## src/hw/rtl/osm_pkg.sv

```systemverilog
`timescale 1ns / 1ps

package osm_pkg;

	localparam int QUEUE_DEPTH = 2;

	localparam logic OP_HEADER  = 1'b0;
	localparam logic OP_ELEMENT = 1'b1;

	localparam logic [23:0] ONE_Q1_23 = 24'h800000;
	localparam logic [30:0] EXP_LIMIT = 31'h41000000;

	typedef struct packed {
		logic        op;
		logic [31:0] a;
		logic [31:0] b;
		logic [31:0] c;
		logic [31:0] d;
	} osm_item_t;

	localparam logic [23:0] EXP_TAB [257] = '{
		24'h800000, 24'h7c0fd6, 24'h783eb0, 24'h748b9b, 24'h70f5a9, 24'h6d7bf5,
		24'h6a1da0, 24'h66d9d4, 24'h63afbe, 24'h609e96, 24'h5da595, 24'h5ac3fe,
		24'h57f918, 24'h554432, 24'h52a49c, 24'h5019b1, 24'h4da2cc, 24'h4b3f50,
		24'h48eea5, 24'h46b035, 24'h448372, 24'h4267d0, 24'h405cc9, 24'h3e61d9,
		24'h3c7682, 24'h3a9a49, 24'h38ccb6, 24'h370d57, 24'h355bbc, 24'h33b778,
		24'h322022, 24'h309554, 24'h2f16ac, 24'h2da3ca, 24'h2c3c51, 24'h2adfe8,
		24'h298e36, 24'h2846e9, 24'h2709ad, 24'h25d634, 24'h24ac30, 24'h238b58,
		24'h227363, 24'h21640b, 24'h205d0c, 24'h1f5e25, 24'h1e6715, 24'h1d779f,
		24'h1c8f87, 24'h1bae94, 24'h1ad48c, 24'h1a0139, 24'h193467, 24'h186de2,
		24'h17ad78, 24'h16f2fb, 24'h163e39, 24'h158f08, 24'h14e53b, 24'h1440a7,
		24'h13a123, 24'h130687, 24'h1270ae, 24'h11df70, 24'h1152ab, 24'h10ca3a,
		24'h1045fc, 24'h0fc5cf, 24'h0f4994, 24'h0ed12c, 24'h0e5c78, 24'h0deb5b,
		24'h0d7db9, 24'h0d1376, 24'h0cac79, 24'h0c48a6, 24'h0be7e6, 24'h0b8a20,
		24'h0b2f3c, 24'h0ad725, 24'h0a81c3, 24'h0a2f02, 24'h09decc, 24'h09910e,
		24'h0945b5, 24'h08fcad, 24'h08b5e4, 24'h087149, 24'h082eca, 24'h07ee57,
		24'h07afdf, 24'h077354, 24'h0738a5, 24'h06ffc4, 24'h06c8a4, 24'h069336,
		24'h065f6c, 24'h062d3b, 24'h05fc94, 24'h05cd6d, 24'h059fba, 24'h05736e,
		24'h05487f, 24'h051ee3, 24'h04f68e, 24'h04cf76, 24'h04a993, 24'h0484da,
		24'h046142, 24'h043ec3, 24'h041d53, 24'h03fceb, 24'h03dd82, 24'h03bf10,
		24'h03a18e, 24'h0384f5, 24'h03693d, 24'h034e5f, 24'h033455, 24'h031b18,
		24'h0302a1, 24'h02eaeb, 24'h02d3f0, 24'h02bdab, 24'h02a814, 24'h029328,
		24'h027ee0, 24'h026b38, 24'h02582b, 24'h0245b4, 24'h0233ce, 24'h022275,
		24'h0211a5, 24'h02015a, 24'h01f18e, 24'h01e23f, 24'h01d369, 24'h01c508,
		24'h01b717, 24'h01a995, 24'h019c7d, 24'h018fcc, 24'h01837f, 24'h017793,
		24'h016c05, 24'h0160d2, 24'h0155f7, 24'h014b72, 24'h01413f, 24'h01375d,
		24'h012dc8, 24'h01247f, 24'h011b80, 24'h0112c7, 24'h010a53, 24'h010221,
		24'h00fa30, 24'h00f27d, 24'h00eb07, 24'h00e3cc, 24'h00dcca, 24'h00d5ff,
		24'h00cf6a, 24'h00c908, 24'h00c2d8, 24'h00bcda, 24'h00b70a, 24'h00b169,
		24'h00abf3, 24'h00a6a9, 24'h00a188, 24'h009c90, 24'h0097bf, 24'h009314,
		24'h008e8d, 24'h008a2b, 24'h0085ea, 24'h0081cc, 24'h007dcd, 24'h0079ee,
		24'h00762e, 24'h00728b, 24'h006f05, 24'h006b9b, 24'h00684b, 24'h006516,
		24'h0061f9, 24'h005ef6, 24'h005c0a, 24'h005935, 24'h005676, 24'h0053cd,
		24'h005139, 24'h004eba, 24'h004c4d, 24'h0049f4, 24'h0047ae, 24'h004579,
		24'h004356, 24'h004144, 24'h003f42, 24'h003d50, 24'h003b6d, 24'h003999,
		24'h0037d3, 24'h00361b, 24'h003471, 24'h0032d4, 24'h003144, 24'h002fc0,
		24'h002e48, 24'h002cdb, 24'h002b7a, 24'h002a23, 24'h0028d8, 24'h002796,
		24'h00265e, 24'h002530, 24'h00240b, 24'h0022ef, 24'h0021dc, 24'h0020d1,
		24'h001fcf, 24'h001ed4, 24'h001de1, 24'h001cf6, 24'h001c12, 24'h001b35,
		24'h001a5f, 24'h00198f, 24'h0018c6, 24'h001802, 24'h001745, 24'h00168e,
		24'h0015dc, 24'h001530, 24'h001489, 24'h0013e8, 24'h00134b, 24'h0012b3,
		24'h001220, 24'h001191, 24'h001107, 24'h001080, 24'h000ffe, 24'h000f80,
		24'h000f06, 24'h000e90, 24'h000e1d, 24'h000dae, 24'h000d42, 24'h000cda,
		24'h000c75, 24'h000c13, 24'h000bb4, 24'h000b57, 24'h000afe
	};

	localparam logic [23:0] RECIP_TAB [257] = '{
		24'h800000, 24'h7f8080, 24'h7f01fc, 24'h7e8473, 24'h7e07e0, 24'h7d8c43,
		24'h7d1196, 24'h7c97d9, 24'h7c1f08, 24'h7ba720, 24'h7b301f, 24'h7aba02,
		24'h7a44c7, 24'h79d06b, 24'h795ceb, 24'h78ea46, 24'h787878, 24'h780780,
		24'h77975c, 24'h772807, 24'h76b982, 24'h764bc9, 24'h75ded9, 24'h7572b2,
		24'h750750, 24'h749cb3, 24'h7432d6, 24'h73c9b9, 24'h73615a, 24'h72f9b6,
		24'h7292cc, 24'h722c99, 24'h71c71c, 24'h716253, 24'h70fe3c, 24'h709ad5,
		24'h70381c, 24'h6fd610, 24'h6f74ae, 24'h6f13f6, 24'h6eb3e4, 24'h6e5479,
		24'h6df5b1, 24'h6d978c, 24'h6d3a07, 24'h6cdd21, 24'h6c80d9, 24'h6c252d,
		24'h6bca1b, 24'h6b6fa2, 24'h6b15c0, 24'h6abc75, 24'h6a63be, 24'h6a0b99,
		24'h69b407, 24'h695d04, 24'h690690, 24'h68b0aa, 24'h685b50, 24'h680680,
		24'h67b23a, 24'h675e7c, 24'h670b45, 24'h66b894, 24'h666666, 24'h6614bc,
		24'h65c394, 24'h6572ec, 24'h6522c4, 24'h64d31a, 24'h6483ed, 24'h64353c,
		24'h63e706, 24'h63994a, 24'h634c06, 24'h62ff3a, 24'h62b2e4, 24'h626704,
		24'h621b98, 24'h61d09f, 24'h618618, 24'h613c03, 24'h60f25e, 24'h60a928,
		24'h606060, 24'h601806, 24'h5fd018, 24'h5f8895, 24'h5f417d, 24'h5eface,
		24'h5eb488, 24'h5e6eaa, 24'h5e2932, 24'h5de420, 24'h5d9f74, 24'h5d5b2b,
		24'h5d1746, 24'h5cd3c3, 24'h5c90a2, 24'h5c4de2, 24'h5c0b81, 24'h5bc980,
		24'h5b87de, 24'h5b4699, 24'h5b05b0, 24'h5ac524, 24'h5a84f3, 24'h5a451d,
		24'h5a05a0, 24'h59c67d, 24'h5987b2, 24'h59493e, 24'h590b21, 24'h58cd5b,
		24'h588fea, 24'h5852ce, 24'h581606, 24'h57d991, 24'h579d6f, 24'h57619f,
		24'h572621, 24'h56eaf3, 24'h56b016, 24'h567588, 24'h563b49, 24'h560158,
		24'h55c7b5, 24'h558e5f, 24'h555555, 24'h551c98, 24'h54e425, 24'h54abfd,
		24'h547420, 24'h543c8c, 24'h540540, 24'h53ce3e, 24'h539783, 24'h53610f,
		24'h532ae2, 24'h52f4fb, 24'h52bf5b, 24'h5289ff, 24'h5254e8, 24'h522015,
		24'h51eb85, 24'h51b739, 24'h51832f, 24'h514f68, 24'h511be2, 24'h50e89d,
		24'h50b599, 24'h5082d5, 24'h505050, 24'h501e0b, 24'h4fec05, 24'h4fba3d,
		24'h4f88b3, 24'h4f5766, 24'h4f2657, 24'h4ef583, 24'h4ec4ec, 24'h4e9491,
		24'h4e6471, 24'h4e348b, 24'h4e04e0, 24'h4dd56f, 24'h4da638, 24'h4d7739,
		24'h4d4874, 24'h4d19e7, 24'h4ceb91, 24'h4cbd74, 24'h4c8f8d, 24'h4c61dd,
		24'h4c3464, 24'h4c0721, 24'h4bda13, 24'h4bad3b, 24'h4b8097, 24'h4b5428,
		24'h4b27ed, 24'h4afbe6, 24'h4ad013, 24'h4aa472, 24'h4a7905, 24'h4a4dc9,
		24'h4a22c0, 24'h49f7e9, 24'h49cd43, 24'h49a2ce, 24'h49788a, 24'h494e76,
		24'h492492, 24'h48fade, 24'h48d15a, 24'h48a805, 24'h487ede, 24'h4855e6,
		24'h482d1c, 24'h480480, 24'h47dc12, 24'h47b3d1, 24'h478bbd, 24'h4763d6,
		24'h473c1b, 24'h47148c, 24'h46ed29, 24'h46c5f2, 24'h469ee6, 24'h467804,
		24'h46514e, 24'h462ac2, 24'h460460, 24'h45de28, 24'h45b81a, 24'h459235,
		24'h456c79, 24'h4546e7, 24'h45217c, 24'h44fc3a, 24'h44d720, 24'h44b22e,
		24'h448d64, 24'h4468c0, 24'h444444, 24'h441fef, 24'h43fbc0, 24'h43d7b8,
		24'h43b3d6, 24'h439019, 24'h436c83, 24'h434911, 24'h4325c5, 24'h43029e,
		24'h42df9c, 24'h42bcbe, 24'h429a04, 24'h42776f, 24'h4254fd, 24'h4232af,
		24'h421084, 24'h41ee7d, 24'h41cc98, 24'h41aad6, 24'h418937, 24'h4167bb,
		24'h414660, 24'h412527, 24'h410410, 24'h40e31b, 24'h40c247, 24'h40a194,
		24'h408102, 24'h406091, 24'h404040, 24'h402010, 24'h400000
	};

	function automatic logic [47:0] fp_to_mag48(input logic [31:0] bits);
		logic [47:0] sig;
		logic [7:0]  e;
		logic [47:0] r;
		sig = {24'b0, 1'b1, bits[22:0]};
		e = bits[30:23];
		r = '0;
		if (bits[30:0] != '0) begin
			if (e >= 8'd166) begin
				r = '0;
			end else if (e >= 8'd118) begin
				r = sig << (e - 8'd118);
			end else if ((8'd118 - e) < 8'd24) begin
				r = sig >> (8'd118 - e);
			end
		end
		return r;
	endfunction

	function automatic logic [50:0] fp_to_sq(input logic [31:0] bits);
		logic [50:0] m;
		m = {3'b0, fp_to_mag48(bits)};
		return bits[31] ? (~m + 51'd1) : m;
	endfunction

	function automatic logic [5:0] lead_one(input logic [47:0] v);
		logic [5:0] m;
		m = '0;
		for (int i = 0; i < 48; i++) begin
			if (v[i]) begin
				m = 6'(i);
			end
		end
		return m;
	endfunction

	function automatic logic [31:0] mag_to_fp(input logic [47:0] v, input logic nz);
		logic [5:0]  msb;
		logic [47:0] n;
		msb = lead_one(v);
		if (msb >= 6'd23) begin
			n = v >> (msb - 6'd23);
		end else begin
			n = v << (6'd23 - msb);
		end
		return nz ? {1'b0, 8'(msb) + 8'd95, n[22:0]} : 32'd0;
	endfunction

	function automatic logic [31:0] sq_to_fp(input logic [50:0] s);
		logic [50:0] m;
		logic [31:0] f;
		m = s[50] ? (~s + 51'd1) : s;
		f = mag_to_fp(m[47:0], s != '0);
		return {s[50], f[30:0]};
	endfunction

	function automatic logic fp_greater(input logic [31:0] a, input logic [31:0] b);
		logic [31:0] ka;
		logic [31:0] kb;
		ka = a[31] ? ~a : (a | 32'h80000000);
		kb = b[31] ? ~b : (b | 32'h80000000);
		if (a[30:0] > 31'h7f800000 || b[30:0] > 31'h7f800000) begin
			return 1'b0;
		end
		if (a[30:0] == '0 && b[30:0] == '0) begin
			return 1'b0;
		end
		return ka > kb;
	endfunction

	function automatic logic [23:0] exp_q(input logic [31:0] bits);
		logic [7:0]  e;
		logic [7:0]  sh;
		logic [40:0] t;
		logic [17:0] pos;
		logic [8:0]  idx;
		logic [8:0]  idx_hi;
		logic [23:0] lo;
		logic [23:0] hi;
		logic [23:0] diff;
		logic [31:0] prod;
		e = bits[30:23];
		sh = e - 8'd114;
		t = {17'b0, 1'b1, bits[22:0]} << sh[4:0];
		pos = '0;
		if (e >= 8'd114) begin
			pos = (sh >= 8'd17) ? 18'd65536 : t[40:23];
		end
		idx = (pos[17:8] > 10'd256) ? 9'd256 : pos[16:8];
		idx_hi = (idx == 9'd256) ? 9'd256 : idx + 9'd1;
		lo = EXP_TAB[idx];
		hi = EXP_TAB[idx_hi];
		diff = lo - hi;
		prod = diff * pos[7:0];
		if (e == 8'hff) begin
			return '0;
		end
		if (bits[30:0] == '0 || !bits[31]) begin
			return ONE_Q1_23;
		end
		if (bits[30:0] > EXP_LIMIT) begin
			return '0;
		end
		return lo - prod[31:8];
	endfunction

	function automatic logic [23:0] recip_q(input logic [31:0] ln);
		logic [23:0] rlo;
		logic [23:0] rhi;
		logic [23:0] diff;
		logic [38:0] prod;
		rlo = RECIP_TAB[{1'b0, ln[22:15]}];
		rhi = RECIP_TAB[{1'b0, ln[22:15]} + 9'd1];
		diff = rlo - rhi;
		prod = diff * ln[14:0];
		return rlo - prod[38:15];
	endfunction

	function automatic logic [47:0] mul_q1_23(input logic [47:0] lhs, input logic [23:0] rhs);
		logic [47:0] ph;
		logic [47:0] pl;
		ph = lhs[47:24] * rhs;
		pl = lhs[23:0] * rhs;
		return {ph[46:0], 1'b0} + {23'b0, pl[47:23]};
	endfunction

	function automatic logic [47:0] scale48(input logic [47:0] s, input logic signed [8:0] sc);
		logic [8:0] nsc;
		nsc = -sc;
		if (sc > 9'sd0) begin
			return (sc >= 9'sd48) ? 48'd0 : (s << sc);
		end
		if (sc <= -9'sd64) begin
			return '0;
		end
		return s >> nsc;
	endfunction

	function automatic logic [50:0] weight_fin(input logic [63:0] p1, input logic [47:0] m,
		input logic [47:0] w, input logic neg);
		logic [47:0] t1;
		logic [47:0] t2;
		logic [31:0] t4;
		logic [47:0] s;
		t1 = m[47:32] * w[31:0];
		t2 = w[47:32] * m[31:0];
		t4 = m[47:32] * w[47:32];
		s = {16'b0, p1[63:32]} + t1 + t2 + {t4[15:0], 32'b0};
		return neg ? (~{3'b0, s} + 51'd1) : {3'b0, s};
	endfunction

endpackage

```

## src/hw/rtl/osm_item_if.sv

```systemverilog
`timescale 1ns / 1ps

interface osm_item_if;
	logic        valid;
	logic        ready;
	logic        operation;
	logic [31:0] old_max_bits;
	logic [31:0] old_sum_bits;
	logic [31:0] tile_max_bits;
	logic [31:0] tile_sum_bits;
	logic [31:0] old_value_bits;
	logic [31:0] tile_value_bits;

	modport source (output valid, operation, old_max_bits, old_sum_bits, tile_max_bits,
		tile_sum_bits, old_value_bits, tile_value_bits, input ready);
	modport sink (input valid, operation, old_max_bits, old_sum_bits, tile_max_bits,
		tile_sum_bits, old_value_bits, tile_value_bits, output ready);
endinterface

```

## src/hw/rtl/osm_front.sv

```systemverilog
`timescale 1ns / 1ps

module osm_front import osm_pkg::*; #(
	parameter int DEPTH = QUEUE_DEPTH
) (
	input  logic      clk,
	input  logic      arst_n,
	osm_item_if.sink  item,
	output logic      q_valid,
	output osm_item_t q_item,
	input  logic      q_pop
);

	localparam int PW = (DEPTH > 1) ? $clog2(DEPTH) : 1;
	localparam int CW = $clog2(DEPTH + 1);

	osm_item_t      entry_q [DEPTH];
	logic [PW-1:0]  wr_q;
	logic [PW-1:0]  rd_q;
	logic [CW-1:0]  cnt_q;
	osm_item_t      in_item;
	logic           push;

	assign item.ready = (cnt_q != CW'(DEPTH));
	assign push = item.valid && item.ready;
	assign q_valid = (cnt_q != '0);
	assign q_item = entry_q[rd_q];

	always_comb begin
		in_item.op = item.operation;
		if (item.operation == OP_HEADER) begin
			in_item.a = item.old_max_bits;
			in_item.b = item.old_sum_bits;
			in_item.c = item.tile_max_bits;
			in_item.d = item.tile_sum_bits;
		end else begin
			in_item.a = item.old_value_bits;
			in_item.b = item.tile_value_bits;
			in_item.c = '0;
			in_item.d = '0;
		end
	end

	always_ff @(posedge clk) begin
		if (push) begin
			entry_q[wr_q] <= in_item;
		end
	end

	always_ff @(posedge clk or negedge arst_n) begin
		if (!arst_n) begin
			wr_q <= '0;
			rd_q <= '0;
			cnt_q <= '0;
		end else begin
			if (push) begin
				wr_q <= (wr_q == PW'(DEPTH - 1)) ? '0 : wr_q + PW'(1);
			end
			if (q_pop) begin
				rd_q <= (rd_q == PW'(DEPTH - 1)) ? '0 : rd_q + PW'(1);
			end
			if (push && !q_pop) begin
				cnt_q <= cnt_q + CW'(1);
			end else if (!push && q_pop) begin
				cnt_q <= cnt_q - CW'(1);
			end
		end
	end

endmodule

```

## src/flat_wrapper.sv

```systemverilog
// flat-port wrapper written by rule: the top's interface ports become plain ports
module osm_front_flat import osm_pkg::*;
#(
	parameter int DEPTH = QUEUE_DEPTH
)
  (clk, arst_n, q_valid, q_item, q_pop, item_valid, item_operation, item_old_max_bits, item_old_sum_bits, item_tile_max_bits, item_tile_sum_bits, item_old_value_bits, item_tile_value_bits, item_ready);
  osm_item_if item_i ();
  input  logic clk;
  input  logic arst_n;
  output logic q_valid;
  output osm_item_t q_item;
  input  logic q_pop;
  input wire logic [$bits(item_i.valid)-1:0] item_valid;
  input wire logic [$bits(item_i.operation)-1:0] item_operation;
  input wire logic [$bits(item_i.old_max_bits)-1:0] item_old_max_bits;
  input wire logic [$bits(item_i.old_sum_bits)-1:0] item_old_sum_bits;
  input wire logic [$bits(item_i.tile_max_bits)-1:0] item_tile_max_bits;
  input wire logic [$bits(item_i.tile_sum_bits)-1:0] item_tile_sum_bits;
  input wire logic [$bits(item_i.old_value_bits)-1:0] item_old_value_bits;
  input wire logic [$bits(item_i.tile_value_bits)-1:0] item_tile_value_bits;
  output wire logic [$bits(item_i.ready)-1:0] item_ready;
  assign item_i.valid = item_valid;
  assign item_i.operation = item_operation;
  assign item_i.old_max_bits = item_old_max_bits;
  assign item_i.old_sum_bits = item_old_sum_bits;
  assign item_i.tile_max_bits = item_tile_max_bits;
  assign item_i.tile_sum_bits = item_tile_sum_bits;
  assign item_i.old_value_bits = item_old_value_bits;
  assign item_i.tile_value_bits = item_tile_value_bits;
  assign item_ready = item_i.ready;
  osm_front #(.DEPTH(DEPTH)) u_core (.clk(clk), .arst_n(arst_n), .item(item_i), .q_valid(q_valid), .q_item(q_item), .q_pop(q_pop));
endmodule
```

## config.mk

```make
export PLATFORM = sky130hd
export DESIGN_NAME = osm_front_flat
export DESIGN_NICKNAME = d
export VERILOG_FILES = /design/src/hw/rtl/osm_pkg.sv /design/src/hw/rtl/osm_item_if.sv /design/src/hw/rtl/osm_front.sv /design/src/flat_wrapper.sv
export SDC_FILE = /design/constraint.sdc
export NUM_CORES = 1
export LEC_CHECK = 0
export ABC_AREA = 1
export BUFFER_PORTS_ARGS = -buffer_cell sky130_fd_sc_hd__buf_2
export CAP_MARGIN = 0
export CORE_ASPECT_RATIO = 1.25
export CORE_MARGIN = 3
export CORE_UTILIZATION = 45
export CTS_CLUSTER_DIAMETER = 80
export DETAILED_ROUTE_END_ITERATION = 6
export HOLD_SLACK_MARGIN = 0.12
export MAX_ROUTING_LAYER = met4
export PLACE_DENSITY = 0.71
export SYNTH_ARGS = -nofsm -noshare
export SYNTH_HDL_FRONTEND = slang
export SYNTH_SLANG_ARGS = --single-unit
```

## constraint.sdc

```tcl
create_clock -name clk -period 18.97 [get_ports clk]
set_input_delay 2.8455 -clock clk [delete_from_list [all_inputs] [get_ports clk]]
set_output_delay 2.8455 -clock clk [all_outputs]
set_load 0.03 [all_outputs]
```

==> summary.md <==
| Metric | Value |
|---|---|
| Tcrit/Tclk final | 0.309 |
| Layout cell share with drive strength beyond 1 | 0.572 |
| Clock Tree Buf Depth | 3 |
| Total global routing overflow | 0 |
| Max Cap Viol | 0 |
| Syn Area/Cell | around 17 sq um |
| Initial antenna violation count | 2 |
| Cell Area, Placed | around 0.013 sq mm |
| Synthesis-to-layout area growth | 24.5% |
| Vias in the first global route | between 6,000 and 7,000 |
| Chip height | 179 microns |
| Worst-Margin Slew | 0.988 ns |
| Setup-failing EPs final | 0 |
| Row cnt | 62 |
| CP endpoint kind | primary output |
| Share of the yosys chip area belonging to registers | 0.725 |
| # resized after CTS | 0 |
| Initial DRC count | 210 |
| Slew Limit Fails | 0 |
| Cell area after layout | around 0.013 sq mm |
| Hpwl dp | between 15,000 and 20,000 microns |
| Pleak | between 5 and 6 nW |
| Final GP Congestion | 0.822 |
| Via-per-instance ratio | 4.76 |
| H-tree levels | 1 |
| Min Tclk post-route | approximately 5.9 ns |
| First-pass GRT wire length | around 34,000 microns |
| Run status | finished clean |
| Comb power frac | 0.359 |
| # port buffers | 327 |
| Largest net degree at the start of global routing | 73 |
| Tot Pwr | 2.06 mW |
| DRT antenna net count | 0 |
| Synth Instances | about 630 |
| Fmax | approximately 170 MHz |
| Crit-path max FO | a little over 70 |
| Die W | between 100 and 150 microns |
| CTS tree | yes |
| Int Power | around 1.3 mW |
| DP Worst Slack | 13.59 ns |
| WP data required | ~16 ns |
| Clock power share | 0.225 |
| Core area | 0.0233 sq mm |
| Worst hold path class | reg2reg |
| Reg power frac | 0.415 |
| Flops & latches, synth | roughly 260 |
| CTS root buf | clkbuf_16 |
| RSZ-0062 raised after global routing | false |
| Slew headroom | 0.341 |
| VDD IR max | about 0.084 mV |
| Pre-antenna DRT Iters | 4 |
| Yosys cell types | 14 |
| Count of final hold-check violations | 0 |
| DIE AREA | between 0.02 and 0.03 sq mm |
| Arrival @ worst endpoint | 3.03 ns |
| Clock Sink Count | ~260 |
| TNS Setup | 0 ns |
| Skew final | 0.00401 ns |
| Netlist Area Pre-Place | 0.0108 sq mm |
| Fin nets | 1,163 |
| Cts hold-fix bufs | 0 |
| Crit path largest cell delay | about 0.94 ns |
| DRC | 0 |
| Drt wl/cell | ~18 microns |
| Final WL | between 20,000 and 25,000 microns |
| Sw Share | 0.360 |
| Ports | 328 |
| Synth warn | 0 |
| Critical setup path kind | reg2out |
| Initial Utilization | 0.464 |
| DR vias | 6,206 |
| CTS Buf Count | 25 |
| Crit path launch type | flop |
| Post-synth net total | 831 |
| Post-CTS setup buffer count | 0 |
| GRT Resource Usage Total | 0.171 |
| Switch Pwr | about 0.74 mW |
| Clk Latency, worst-skew pair | 0.50 ns |
| Crit-path cells | buf_4, mux2_2, buf_2 |
| Slowest CP cell | dfrtp_4 |
| Final core utilization | 0.577 |
| Cell Pwr Density | around 150 mW/mm^2 |
| Worst-path clk slew | about 0.06 ns |
| Post-route setup slack | 13.10 ns |
-- logic make-up after synthesis --
group	count (synthesis)	share of synthesized area
buf+inv	99	0.0447
fa+ha+maj	1	0.00116
simple gates	75	0.0263
mux	193	0.201
xor+xnor	3	0.00243
flops	262	0.725
-- cells in the final DEF, fill, tap and decap left out, drive strengths merged --
| cell type | n |
|---|---|
| nand4 | 1 |
| xnor2 | 1 |
| bufinv | 2 |
| nor2 | 66 |
| diode | 2 |
| clkinvlp | 1 |
| buf | 333 |
| nand2 | 7 |
| clkbuf | 29 |
| nand3 | 1 |
| clkinv | 12 |
| xor2 | 2 |
| inv | 71 |
| edfxtp | 258 |
| mux2 | 193 |
| dfrtp | 4 |
| ha | 1 |
-- through the flow --
step	std cells	hold WS, ns
2_1_floorplan	633	0.462
3_3_place_gp	1258	0.480
3_5_place_dp	1258	0.491
4_1_cts	1302	0.511
5_1_grt	1304	0.530
6_report	1304	0.507
-- sequential cells by signal (all words and copies together), names as in the netlist --
signal          cells
u_core.cnt_q        2
u_core.rd_q         1
u_core.wr_q         1
u_core.entry_q    258
-- power groups by stage --
stage | Sequential, mW | Combinational [mW] | Clock, mW
final | 0.857 | 0.741 | 0.465
after global routing | 0.870 | 0.787 | 0.501
after CTS | 0.859 | 0.753 | 0.478
after detailed placement | 0.872 | 0.749 | 0
after global placement | 0.866 | 0.748 | 0
after floorplan | 0.858 | 0.581 | 0
-- critical path: cells and delay by family (launching register included) --
kind	cells	cell delay [ns]
DFF	1	0.94
muxes	1	0.42
buffers and inverters	2	1.04
-- area by class of cell --
cell class              count  area [sq um]
clock inverters            15           119
multi-input cells         272          2510
well taps                 320           400
flip-flops and latches    262          7850
clock buffers              29           641
fillers                  1835          9870
repair buffers            333          1680
diodes                      2          5.00
inverters                  71           267
-- final timing paths --
| path | from | end | slack [ns] | cells past startpoint |
|---|---|---|---|---|
| worst max-delay path | u_core.rd_q | q_item[53] | 13.10 | 3 |
| worst min-delay path | u_core.cnt_q[1] | u_core.cnt_q[1] | 0.51 | 2 |
| worst max register to register | u_core.rd_q | u_core.rd_q | 16.76 | 2 |
| worst min register to register | u_core.cnt_q[1] | u_core.cnt_q[1] | 0.51 | 2 |
| max in group asynchronous | arst_n | u_core.rd_q | 16.68 | 1 |
| min in group asynchronous | arst_n | u_core.cnt_q[1] | 2.14 | 1 |
-- cell usage after synthesis --
library cell	instances	area, sq um
xnor2_1	1	8.76
nand4_1	1	6.26
nor2_1	66	248
dfrtp_1	4	100
xor2_1	2	17.5
buf_6	10	113
mux2_2	193	2170
edfxtp_1	258	7750
nand2_1	7	26.3
buf_2	12	60.1
nand3_1	1	5.00
buf_4	6	45.0
inv_1	71	267
ha_1	1	12.5
-- per-layer routing --
metal / up-vias / part of all wire / GRT usage
li1: 2956 / - / -
met1: 2953 / 0.38 / 0.192
met2: 262 / 0.52 / 0.299
met3: 35 / 0.081 / 0.0444
met4: 0 / 0.023 / 0.0496
met5: - / 0 / -
Power figures use the tool's default switching activity.
